$ cat src/frtc_pkg.sv
package frtc_pkg;

    localparam int MaxSamples = 128;
    localparam int NumW       = 8;
    localparam int DividendW  = 31;
    localparam int DivisorW   = 20;
    localparam int DivCntW    = 5;

    typedef logic [8:0]      t_mu;
    typedef logic [2:0][8:0] t_mu3;

    localparam t_mu MuOne = 9'd256;

    // output axis in q4.12
    localparam logic [15:0] XSpan = 16'd61440;
    localparam logic [15:0] X4    = 16'd16384;
    localparam logic [15:0] X8    = 16'd32768;
    localparam logic [15:0] X12   = 16'd49152;
    localparam logic [11:0] RinseMax = 12'd3840;

    // reciprocals, 2^28 / run rounded up
    localparam logic [24:0] K16 = 25'((2**28 + 15) / 16);
    localparam logic [24:0] K48 = 25'((2**28 + 47) / 48);
    localparam logic [24:0] K65 = 25'((2**28 + 64) / 65);
    localparam logic [24:0] K70 = 25'((2**28 + 69) / 70);

    localparam logic [11:0] LwP0 = 12'd64,  LwP1 = 12'd80,  LwP2 = 12'd112, LwP3 = 12'd160;
    localparam logic [11:0] FdP0 = 12'd135, FdP1 = 12'd200, FdP2 = 12'd270, FdP3 = 12'd340;
    localparam logic [11:0] DaP0 = 12'd16,  DaP1 = 12'd32,  DaP2 = 12'd48,  DaP3 = 12'd64;

    typedef enum logic [1:0] {C_QUICK, C_MODERATE, C_LONG} t_cls;

    // class of rule 9*w + 3*f + d
    localparam t_cls RuleClass [27] = '{
        C_QUICK,    C_QUICK,    C_QUICK,    C_QUICK,    C_QUICK,    C_MODERATE,
        C_QUICK,    C_QUICK,    C_MODERATE, C_QUICK,    C_MODERATE, C_MODERATE,
        C_QUICK,    C_MODERATE, C_LONG,     C_MODERATE, C_LONG,     C_LONG,
        C_QUICK,    C_MODERATE, C_LONG,     C_MODERATE, C_LONG,     C_LONG,
        C_MODERATE, C_LONG,     C_LONG
    };

    typedef struct packed {
        logic load_in;
        logic div_start;
        logic div_final;
        logic init;
        logic advance;
        logic load_out;
    } t_cmd;

    typedef struct packed {
        logic div_busy;
        logic last_sample;
    } t_stat;

    function automatic t_mu scale(input logic [6:0] d, input logic [24:0] k);
        logic [31:0] p;
        p = {25'd0, d} * {7'd0, k};
        return p[28:20];
    endfunction

    function automatic t_mu3 fuzz(input logic [11:0] v,
                                  input logic [11:0] p0, input logic [11:0] p1,
                                  input logic [11:0] p2, input logic [11:0] p3,
                                  input logic [24:0] ka, input logic [24:0] kb);
        t_mu3        m;
        logic [11:0] d_p1v;
        logic [11:0] d_vp0;
        logic [11:0] d_p3v;
        logic [11:0] d_vp2;
        d_p1v = p1 - v;
        d_vp0 = v - p0;
        d_p3v = p3 - v;
        d_vp2 = v - p2;
        if (v <= p0) m[0] = MuOne;
        else if (v < p1) m[0] = scale(d_p1v[6:0], ka);
        else m[0] = '0;
        if (v <= p0 || v >= p3) m[1] = '0;
        else if (v < p1) m[1] = scale(d_vp0[6:0], ka);
        else if (v > p2) m[1] = scale(d_p3v[6:0], kb);
        else m[1] = MuOne;
        if (v >= p3) m[2] = MuOne;
        else if (v > p2) m[2] = scale(d_vp2[6:0], kb);
        else m[2] = '0;
        return m;
    endfunction

    function automatic t_mu min2(input t_mu a, input t_mu b);
        return (a < b) ? a : b;
    endfunction

    function automatic t_mu max2(input t_mu a, input t_mu b);
        return (a > b) ? a : b;
    endfunction

    function automatic t_mu out_mu(input logic [15:0] x, input t_mu3 cls);
        t_mu q;
        t_mu m;
        t_mu l;
        logic [15:0] t;
        if (x <= X4) q = MuOne;
        else if (x < X8) begin
            t = X8 - x;
            q = {1'b0, t[13:6]};
        end else q = '0;
        if (x == X8) m = MuOne;
        else if (x > X4 && x < X8) begin
            t = x - X4;
            m = {1'b0, t[13:6]};
        end else if (x > X8 && x < X12) begin
            t = X12 - x;
            m = {1'b0, t[13:6]};
        end else m = '0;
        if (x <= X8) l = '0;
        else if (x < X12) begin
            t = x - X8;
            l = {1'b0, t[13:6]};
        end else l = MuOne;
        return max2(min2(q, cls[0]), max2(min2(m, cls[1]), min2(l, cls[2])));
    endfunction

endpackage

$ cat src/frtc_div.sv
module frtc_div (
    input  logic                             i_clk,
    input  logic                             i_rst_n,
    input  logic                             i_start,
    input  logic [frtc_pkg::DividendW-1:0]   i_dividend,
    input  logic [frtc_pkg::DivisorW-1:0]    i_divisor,
    output logic                             o_busy,
    output logic [frtc_pkg::DividendW-1:0]   o_quotient,
    output logic [frtc_pkg::DivisorW-1:0]    o_remainder
);

    logic [frtc_pkg::DivCntW-1:0]    r_cnt;
    logic [frtc_pkg::DividendW-1:0]  r_quo;
    logic [frtc_pkg::DivisorW-1:0]   r_rem;
    logic [frtc_pkg::DivisorW-1:0]   r_dvs;
    logic [frtc_pkg::DivisorW:0]     trial;
    logic                            fits;

    assign trial = {r_rem, r_quo[frtc_pkg::DividendW-1]};
    assign fits  = trial >= {1'b0, r_dvs};

    always_ff @(posedge i_clk) begin
        if (!i_rst_n) begin
            r_cnt <= '0;
        end else if (i_start) begin
            r_cnt <= frtc_pkg::DivCntW'(frtc_pkg::DividendW);
        end else if (r_cnt != '0) begin
            r_cnt <= r_cnt - 1'b1;
        end
    end

    always_ff @(posedge i_clk) begin
        if (i_start) begin
            r_quo <= i_dividend;
            r_rem <= '0;
            r_dvs <= i_divisor;
        end else if (r_cnt != '0) begin
            r_quo <= {r_quo[frtc_pkg::DividendW-2:0], fits};
            r_rem <= fits ? frtc_pkg::DivisorW'(trial - {1'b0, r_dvs})
                          : trial[frtc_pkg::DivisorW-1:0];
        end
    end

    assign o_busy      = r_cnt != '0;
    assign o_quotient  = r_quo;
    assign o_remainder = r_rem;

endmodule

$ cat src/frtc_datapath.sv
module frtc_datapath (
    input  logic                      i_clk,
    input  logic                      i_rst_n,
    input  frtc_pkg::t_cmd            i_cmd,
    output frtc_pkg::t_stat           o_st,
    input  logic [31:0]               i_in_data,
    input  logic                      i_cfg_we,
    input  logic [frtc_pkg::NumW-1:0] i_cfg_wdata,
    output logic [11:0]               o_rinse_time,
    output logic                      o_no_rule_fired
);

    logic [frtc_pkg::NumW-1:0]     r_num;
    logic [frtc_pkg::NumW-1:0]     n_eff;
    logic [11:0]                   r_load;
    logic [9:0]                    r_dens;
    logic [7:0]                    r_det;
    frtc_pkg::t_mu3                r_mw, r_mf, r_md;
    frtc_pkg::t_mu                 n_part [3][3];
    frtc_pkg::t_mu                 r_part [3][3];
    frtc_pkg::t_mu3                r_cls;
    logic [frtc_pkg::NumW-1:0]     r_cnt;
    logic [15:0]                   r_x;
    logic [7:0]                    r_xr;
    logic                          r_xv;
    logic [15:0]                   r_xm;
    frtc_pkg::t_mu                 r_mu;
    logic                          r_mv;
    logic [frtc_pkg::DividendW-1:0] r_sxm;
    logic [15:0]                   r_sm;
    logic [8:0]                    rsum;
    logic                          carry;
    logic                          div_busy;
    logic [frtc_pkg::DividendW-1:0] div_q;
    logic [frtc_pkg::DivisorW-1:0]  div_r;
    logic [frtc_pkg::DividendW-1:0] dvd;
    logic [frtc_pkg::DivisorW-1:0]  dvs;
    logic [24:0]                   prod;

    always_comb begin
        if (r_num == '0) n_eff = frtc_pkg::NumW'(1);
        else if (r_num > frtc_pkg::NumW'(frtc_pkg::MaxSamples))
            n_eff = frtc_pkg::NumW'(frtc_pkg::MaxSamples);
        else n_eff = r_num;
    end

    always_ff @(posedge i_clk) begin
        if (!i_rst_n) begin
            r_num <= frtc_pkg::NumW'(100);
        end else if (i_cfg_we) begin
            r_num <= i_cfg_wdata;
        end
    end

    // fuzzify and rule pipeline
    always_ff @(posedge i_clk) begin
        if (i_cmd.load_in) begin
            r_load <= i_in_data[11:0];
            r_dens <= i_in_data[21:12];
            r_det  <= i_in_data[29:22];
        end
        r_mw <= frtc_pkg::fuzz(r_load, frtc_pkg::LwP0, frtc_pkg::LwP1, frtc_pkg::LwP2,
                               frtc_pkg::LwP3, frtc_pkg::K16, frtc_pkg::K48);
        r_mf <= frtc_pkg::fuzz({2'b0, r_dens}, frtc_pkg::FdP0, frtc_pkg::FdP1,
                               frtc_pkg::FdP2, frtc_pkg::FdP3, frtc_pkg::K65, frtc_pkg::K70);
        r_md <= frtc_pkg::fuzz({4'b0, r_det}, frtc_pkg::DaP0, frtc_pkg::DaP1, frtc_pkg::DaP2,
                               frtc_pkg::DaP3, frtc_pkg::K16, frtc_pkg::K16);
    end

    always_comb begin
        for (int c = 0; c < 3; c++) begin
            for (int w = 0; w < 3; w++) begin
                n_part[c][w] = '0;
                for (int f = 0; f < 3; f++) begin
                    for (int d = 0; d < 3; d++) begin
                        if (frtc_pkg::RuleClass[w*9 + f*3 + d] == frtc_pkg::t_cls'(c)) begin
                            n_part[c][w] = frtc_pkg::max2(n_part[c][w],
                                frtc_pkg::min2(r_mw[w], frtc_pkg::min2(r_mf[f], r_md[d])));
                        end
                    end
                end
            end
        end
    end

    always_ff @(posedge i_clk) begin
        r_part <= n_part;
        for (int c = 0; c < 3; c++) begin
            r_cls[c] <= frtc_pkg::max2(r_part[c][0],
                                       frtc_pkg::max2(r_part[c][1], r_part[c][2]));
        end
    end

    // divider, first for the sample step, then for the centroid
    assign dvd = i_cmd.div_final ? r_sxm : frtc_pkg::DividendW'(frtc_pkg::XSpan);
    assign dvs = i_cmd.div_final ? {r_sm, 4'b0} : frtc_pkg::DivisorW'(n_eff);

    frtc_div u_div (
        .i_clk       (i_clk),
        .i_rst_n     (i_rst_n),
        .i_start     (i_cmd.div_start),
        .i_dividend  (dvd),
        .i_divisor   (dvs),
        .o_busy      (div_busy),
        .o_quotient  (div_q),
        .o_remainder (div_r)
    );

    // sample position x_i = i*q + floor(i*r/n)
    assign rsum  = {1'b0, r_xr} + {1'b0, div_r[7:0]};
    assign carry = rsum >= {1'b0, n_eff};

    always_ff @(posedge i_clk) begin
        if (!i_rst_n) begin
            r_xv <= 1'b0;
            r_mv <= 1'b0;
        end else begin
            r_xv <= i_cmd.advance;
            r_mv <= r_xv;
        end
    end

    assign prod = r_xm * r_mu;

    always_ff @(posedge i_clk) begin
        if (i_cmd.init) begin
            r_cnt <= '0;
            r_x   <= '0;
            r_xr  <= '0;
            r_sxm <= '0;
            r_sm  <= '0;
        end else begin
            if (i_cmd.advance) begin
                r_cnt <= r_cnt + 1'b1;
                r_x   <= r_x + div_q[15:0] + {15'd0, carry};
                r_xr  <= carry ? 8'(rsum - {1'b0, n_eff}) : rsum[7:0];
            end
            if (r_mv) begin
                r_sxm <= r_sxm + frtc_pkg::DividendW'(prod);
                r_sm  <= r_sm + {7'd0, r_mu};
            end
        end
        r_xm <= r_x;
        r_mu <= frtc_pkg::out_mu(r_x, r_cls);
    end

    always_ff @(posedge i_clk) begin
        if (i_cmd.load_out) begin
            o_no_rule_fired <= r_sm == '0;
            if (r_sm == '0) o_rinse_time <= '0;
            else if (div_q > frtc_pkg::DividendW'(frtc_pkg::RinseMax))
                o_rinse_time <= frtc_pkg::RinseMax;
            else o_rinse_time <= div_q[11:0];
        end
    end

    assign o_st.div_busy    = div_busy;
    assign o_st.last_sample = ({1'b0, r_cnt} + 9'd1) == {1'b0, n_eff};

endmodule

$ cat src/frtc_ctrl.sv
module frtc_ctrl (
    input  logic            i_clk,
    input  logic            i_rst_n,
    input  logic            i_s_valid,
    output logic            o_s_ready,
    output logic            o_m_valid,
    input  logic            i_m_ready,
    output frtc_pkg::t_cmd  o_cmd,
    input  frtc_pkg::t_stat i_st
);

    typedef enum logic [3:0] {
        S_IDLE, S_DIV1S, S_DIV1W, S_INIT, S_STEP,
        S_DRAIN1, S_DRAIN2, S_DIV2S, S_DIV2W, S_OUT
    } t_state;

    t_state r_state;
    logic   r_ovalid;
    logic   load_out;

    assign o_s_ready = r_state == S_IDLE;
    assign o_m_valid = r_ovalid;
    assign load_out  = (r_state == S_OUT) && (!r_ovalid || i_m_ready);

    always_comb begin
        o_cmd           = '0;
        o_cmd.load_in   = o_s_ready && i_s_valid;
        o_cmd.div_start = (r_state == S_DIV1S) || (r_state == S_DIV2S);
        o_cmd.div_final = r_state == S_DIV2S;
        o_cmd.init      = r_state == S_INIT;
        o_cmd.advance   = r_state == S_STEP;
        o_cmd.load_out  = load_out;
    end

    always_ff @(posedge i_clk) begin
        if (!i_rst_n) begin
            r_state  <= S_IDLE;
            r_ovalid <= 1'b0;
        end else begin
            if (load_out) r_ovalid <= 1'b1;
            else if (i_m_ready) r_ovalid <= 1'b0;
            unique case (r_state)
                S_IDLE:   if (i_s_valid) r_state <= S_DIV1S;
                S_DIV1S:  r_state <= S_DIV1W;
                S_DIV1W:  if (!i_st.div_busy) r_state <= S_INIT;
                S_INIT:   r_state <= S_STEP;
                S_STEP:   if (i_st.last_sample) r_state <= S_DRAIN1;
                S_DRAIN1: r_state <= S_DRAIN2;
                S_DRAIN2: r_state <= S_DIV2S;
                S_DIV2S:  r_state <= S_DIV2W;
                S_DIV2W:  if (!i_st.div_busy) r_state <= S_OUT;
                S_OUT:    if (load_out) r_state <= S_IDLE;
                default:  r_state <= S_IDLE;
            endcase
        end
    end

    a_div_idle_at_start: assert property (@(posedge i_clk) disable iff (!i_rst_n)
        o_cmd.div_start |-> !i_st.div_busy)
        else $error("divider started while busy");

    a_div_runs_after_accept: assert property (@(posedge i_clk) disable iff (!i_rst_n)
        (o_s_ready && i_s_valid) |=> ##1 i_st.div_busy)
        else $error("divider not running after transaction");

    a_result_shown: assert property (@(posedge i_clk) disable iff (!i_rst_n)
        load_out |=> o_m_valid)
        else $error("result not presented");

endmodule

$ cat src/fuzzy_rinse_time_controller.sv
// fuzzy rinse time controller
// input stream: s_axis_tdata carries load weight, fabric density and detergent
// amount; one transaction per wash cycle. output stream: m_axis_tdata carries
// the crisp rinse time in q4.8, m_axis_tuser flags that no rule fired.
// i_cfg_we with i_cfg_wdata sets the centroid sample count n (0 acts as 1,
// above 128 acts as 128); write it only while the block is idle.
// from an input transaction to result valid the block runs, in order: a
// serial divide (start, 31 shift steps, done check) for the sample step, an
// init state, one centroid sample per cycle, the pipeline drain states
// S_DRAIN1 and S_DRAIN2, a second serial divide for the weighted mean and an
// output load state. one item is processed at a time and the input reopens
// in the cycle after the result is loaded.
// s_axis_tready is high only while the block is idle. the result sits in an
// output register; if the receiver stalls, the next item is still taken and
// processed, and its result waits until the previous one is taken.
// synchronous reset clears the control, drops the output valid and sets n
// back to 100.
module fuzzy_rinse_time_controller (
    input  logic        i_clk,
    input  logic        i_rst_n,
    input  logic        s_axis_tvalid,
    output logic        s_axis_tready,
    input  logic [31:0] s_axis_tdata,  // load_weight, fabric_density, detergent_amount
    output logic        m_axis_tvalid,
    input  logic        m_axis_tready,
    output logic [15:0] m_axis_tdata,  // rinse_time
    output logic [0:0]  m_axis_tuser,  // no_rule_fired
    input  logic        i_cfg_we,
    input  logic [7:0]  i_cfg_wdata
);

    frtc_pkg::t_cmd  cmd;
    frtc_pkg::t_stat st;
    logic [11:0]     rinse;
    logic            flag;

    frtc_ctrl u_ctrl (
        .i_clk     (i_clk),
        .i_rst_n   (i_rst_n),
        .i_s_valid (s_axis_tvalid),
        .o_s_ready (s_axis_tready),
        .o_m_valid (m_axis_tvalid),
        .i_m_ready (m_axis_tready),
        .o_cmd     (cmd),
        .i_st      (st)
    );

    frtc_datapath u_dp (
        .i_clk           (i_clk),
        .i_rst_n         (i_rst_n),
        .i_cmd           (cmd),
        .o_st            (st),
        .i_in_data       (s_axis_tdata),
        .i_cfg_we        (i_cfg_we),
        .i_cfg_wdata     (i_cfg_wdata),
        .o_rinse_time    (rinse),
        .o_no_rule_fired (flag)
    );

    assign m_axis_tdata = {4'b0, rinse};
    assign m_axis_tuser = flag;

endmodule
$ cat config.mk
export PLATFORM = sky130hd
export DESIGN_NAME = fuzzy_rinse_time_controller
export DESIGN_NICKNAME = d
export VERILOG_FILES = /design/src/frtc_pkg.sv /design/src/frtc_div.sv /design/src/frtc_datapath.sv /design/src/frtc_ctrl.sv /design/src/fuzzy_rinse_time_controller.sv
export SDC_FILE = /design/constraint.sdc
export NUM_CORES = 2
export LEC_CHECK = 0
export ABC_AREA = 1
export BUFFER_PORTS_ARGS = -buffer_cell sky130_fd_sc_hd__buf_2
export CAP_MARGIN = 15
export CORE_MARGIN = 5
export CORE_UTILIZATION = 35
export CTS_CLUSTER_DIAMETER = 40
export DETAILED_ROUTE_END_ITERATION = 10
export PLACE_DENSITY_LB_ADDON = 0.25
export SLEW_MARGIN = 20
export SYNTH_ARGS = -nofsm -noshare
export SYNTH_HDL_FRONTEND = slang
export SYNTH_SLANG_ARGS = --single-unit
export TNS_END_PERCENT = 1
$ cat constraint.sdc
create_clock -name i_clk -period 24.8 [get_ports i_clk]
set_input_delay 6.2 -clock i_clk [delete_from_list [all_inputs] [get_ports i_clk]]
set_output_delay 6.2 -clock i_clk [all_outputs]
set_load 0.1 [all_outputs]
==> impl_metrics.csv <==
group,metric,value,unit
logic_synthesis,seq_area_frac_synth,18.7,%
sta,rsz0062_at_grt,"false",
clocking,postCtsSetupBuffers,0,
clocking,path_clk_slew,0.05,ns
setup_path,crit_required,25.38,ns
placed_design,io_buffers,57,
setup_path,crit_top_cell,"nand2_1",
grt,grt_usage,19.8,%
routing,vias,43700,
logic_synthesis,yosys_register_bits,402,
routing,drtIter0Drc,2766,
setup_path,end_kind,"register",
status,status,"finished clean",
finish,final_layout_size_suffix_gt1_share,5.93,%
routing,wl,146,mm
clocking,cts_tree,"yes",
logic_synthesis,yosys_warnings,0,
sta,fin_worst_skew,0.0603,ns
logic_synthesis,syn_area,0.0481,mm2
floorplan,core_area,0.137,mm2
sta,period_share,63.2,%
logic_synthesis,synthArstFlopShare,0,%
sta,tightestPinTransition,1.11,ns
sta,hold_viol,0,
hold_path,worst_hold_path_type,"reg -> reg",
clocking,clockBufferDepth,3,
logic_synthesis,synth_area_leader_cell,"ha_1",
finish,final_area,0.0534,mm2
setup_path,cp_slowest_cell,"nand3_1",
setup_path,cp-start-kind,"register",
finish,area_delta_synth_final,11.0,%
grt,grt_pass1_vias,42400,
setup_path,path_max_fanout,14,
clocking,clkLatencyLatePin,0.70,ns
floorplan,die_w,381,um
logic_synthesis,synthCells,6638,
sta,fin_setup_tns,0,ns
setup_path,path_class,"reg -> reg",
floorplan,die-height,381,um
sta,final-setup-viol-count,0,
placed_design,place_area,0.0504,mm2
run,drv_cap,0,
logic_synthesis,synth.top_cell.area_share,22.9,%
clocking,postCtsHoldBufs,0,
placed_design,dp_hpwl,116,mm
clocking,root_buffer,"clkbuf_16",
grt,overflow,0,
routing,dr.pass1.iters,6,
grt,grt_pass1_wl,231,mm
finish,final_nets,7829,
grt,grt_antenna_before_repair,4,
sta,post-route-min-period,15.67,ns
floorplan,floorplan.initialDensity,35.1,%
sta,relSlewSlack,25.4,%
floorplan,std_cell_rows,136,
routing,wl_per_cell,17.0,um
routing,antenna_left,0,
clocking,cts_htree_levels,3,
logic_synthesis,synth-edff-count,94,
logic_synthesis,yosysUniqueCellTypes,74,
clocking,numCtsBuffers,81,
logic_synthesis,synthTopCellsByArea,"ha_1, dfxtp_1, nand2_1, fa_1, inv_1",
logic_synthesis,syn_area_per_cell,7.24,um2
finish,final_util,39.0,%
floorplan,die-area,0.145,mm2
sta,drv_slew,0,
clocking,cts.repair.resized,0,
routing,via_per_inst,5.11,
clocking,clock-sinks,402,
sta,fmax,63.8,MHz
routing,post-route-drc-count,0,
setup_path,cp.arrival,16.25,ns
setup_path,cp_slowest_stage_delay,0.42,ns
logic_synthesis,synthFlopType,"dfxtp_1",
placed_design,gp_congestion,0.967,
floorplan,num_io_pins,64,
grt,grt_max_degree,51,
-- synthesized netlist by cell type (all sizes together), types with 21 or more instances --
cell,number
o21ai,690
nand2,1449
fa,212
clkbuf,107
o21bai,29
dfxtp,308
a21oi,509
edfxtp,94
xnor2,41
inv,1077
buf,47
o22ai,33
xor2,82
nand3,274
nand4,77
nor3,58
a21o,22
nor4,26
and2,21
a211oi,28
nor2,398
ha,880
-- critical path: cells and delay by family, from the launching register on --
family	cells	cell delay (ns)
AND/OR/NAND/NOR	44	6.19
AO/OA/AOI/OAI	28	3.98
buffers and inverters	12	2.66
adder cells (fa/ha/maj)	8	2.30
flip-flops	1	0.38
-- per-stage QoR --
step | hold WS [ns] | setup slack, ns | std cells
finish | 0.369 | 9.13 | 8556
global route | 0.374 | 7.50 | 8555
CTS | 0.369 | 9.20 | 8553
detailed placement | 0.362 | 9.34 | 8401
global placement | 0.362 | 9.31 | 8401
floorplan | 0.355 | 12.87 | 6641
-- registers in the layout (all words and copies together), names as in the netlist, 9 cells and up --
name	flops
u_dp.r_part	72
u_dp.r_sxm	31
u_dp.u_div.o_quotient	31
u_dp.r_cls	27
u_dp.r_mf	27
u_dp.r_mw	23
u_dp.u_div.o_remainder	20
u_dp.u_div.r_dvs	20
u_dp.r_sm	16
u_dp.r_x	16
u_dp.r_xm	16
u_dp.r_md	15
u_dp.o_rinse_time	12
u_dp.r_load	12
u_dp.r_dens	10
u_dp.r_mu	9
-- cells in the final DEF, fill, tap and decap left out, types with 16 or more instances in the layout --
cell / instances
a21oi_1: 497
o21bai_1: 29
nor4_1: 25
buf_4: 64
nand2_1: 1423
a31oi_1: 19
nand3_2: 19
buf_2: 58
and2_1: 21
nand2_2: 18
o21ai_1: 92
nand3_1: 251
edfxtp_1: 94
o21a_1: 19
inv_1: 1065
ha_1: 880
dfxtp_1: 308
xnor2_1: 41
o21ai_2: 16
nor2_1: 380
a21o_1: 22
clkbuf_16: 83
nand4_1: 75
o22ai_1: 33
o211ai_1: 18
a211oi_1: 28
o21ai_0: 582
xor2_1: 82
nor3_1: 56
fa_1: 212
-- cell type report --
type | count | area, um2
sequential | 402 | 8990
multi-input combinational | 5000 | 34400
inverter | 1085 | 4070
fill | 14300 | 83600
antenna | 1 | 2.50
clock buffer | 93 | 2140
tap | 1794 | 2240
timing repair buffer | 122 | 771
clock inverter | 59 | 717
-- worst paths after layout --
kind / from / endpoint / slack [ns] / depth (start not counted)
max: u_dp.r_md[15] / u_dp.r_part[77] / 9.13 / 92
min reg2reg: u_dp.r_x[8] / u_dp.r_xm[8] / 0.37 / 0
max reg2reg: u_dp.r_md[15] / u_dp.r_part[77] / 9.13 / 92
min: u_dp.r_x[8] / u_dp.r_xm[8] / 0.37 / 0
-- layer usage --
| metal | track usage [%] | share of wire, % | vias up |
|---|---|---|---|
| li1 | - | - | 22200 |
| met1 | 26.3 | 46 | 20300 |
| met2 | 33.6 | 46 | 1042 |
| met3 | 2.37 | 5.2 | 241 |
| met4 | 6.05 | 3.3 | 0 |
| met5 | 0 | 0 | - |
-- logic make-up (layout without fill, tap and decap cells) --
logic type / after synthesis / count (layout) / synth area share [%]
and+or+nand+nor: 2336 / 2336 / 20.7
AOI/OAI and AO/OA: 1445 / 1445 / 16.7
other: 1 / 5 / 0.00780
buffers and inverters: 1239 / 1359 / 9.88
DFF: 402 / 402 / 18.7
adders and majority gates: 1092 / 1092 / 31.7
xor gates and xnor gates: 123 / 123 / 2.24
Power is not shown: default switching activity piles up to over one toggle a cycle in this logic, so the estimate is an artifact.
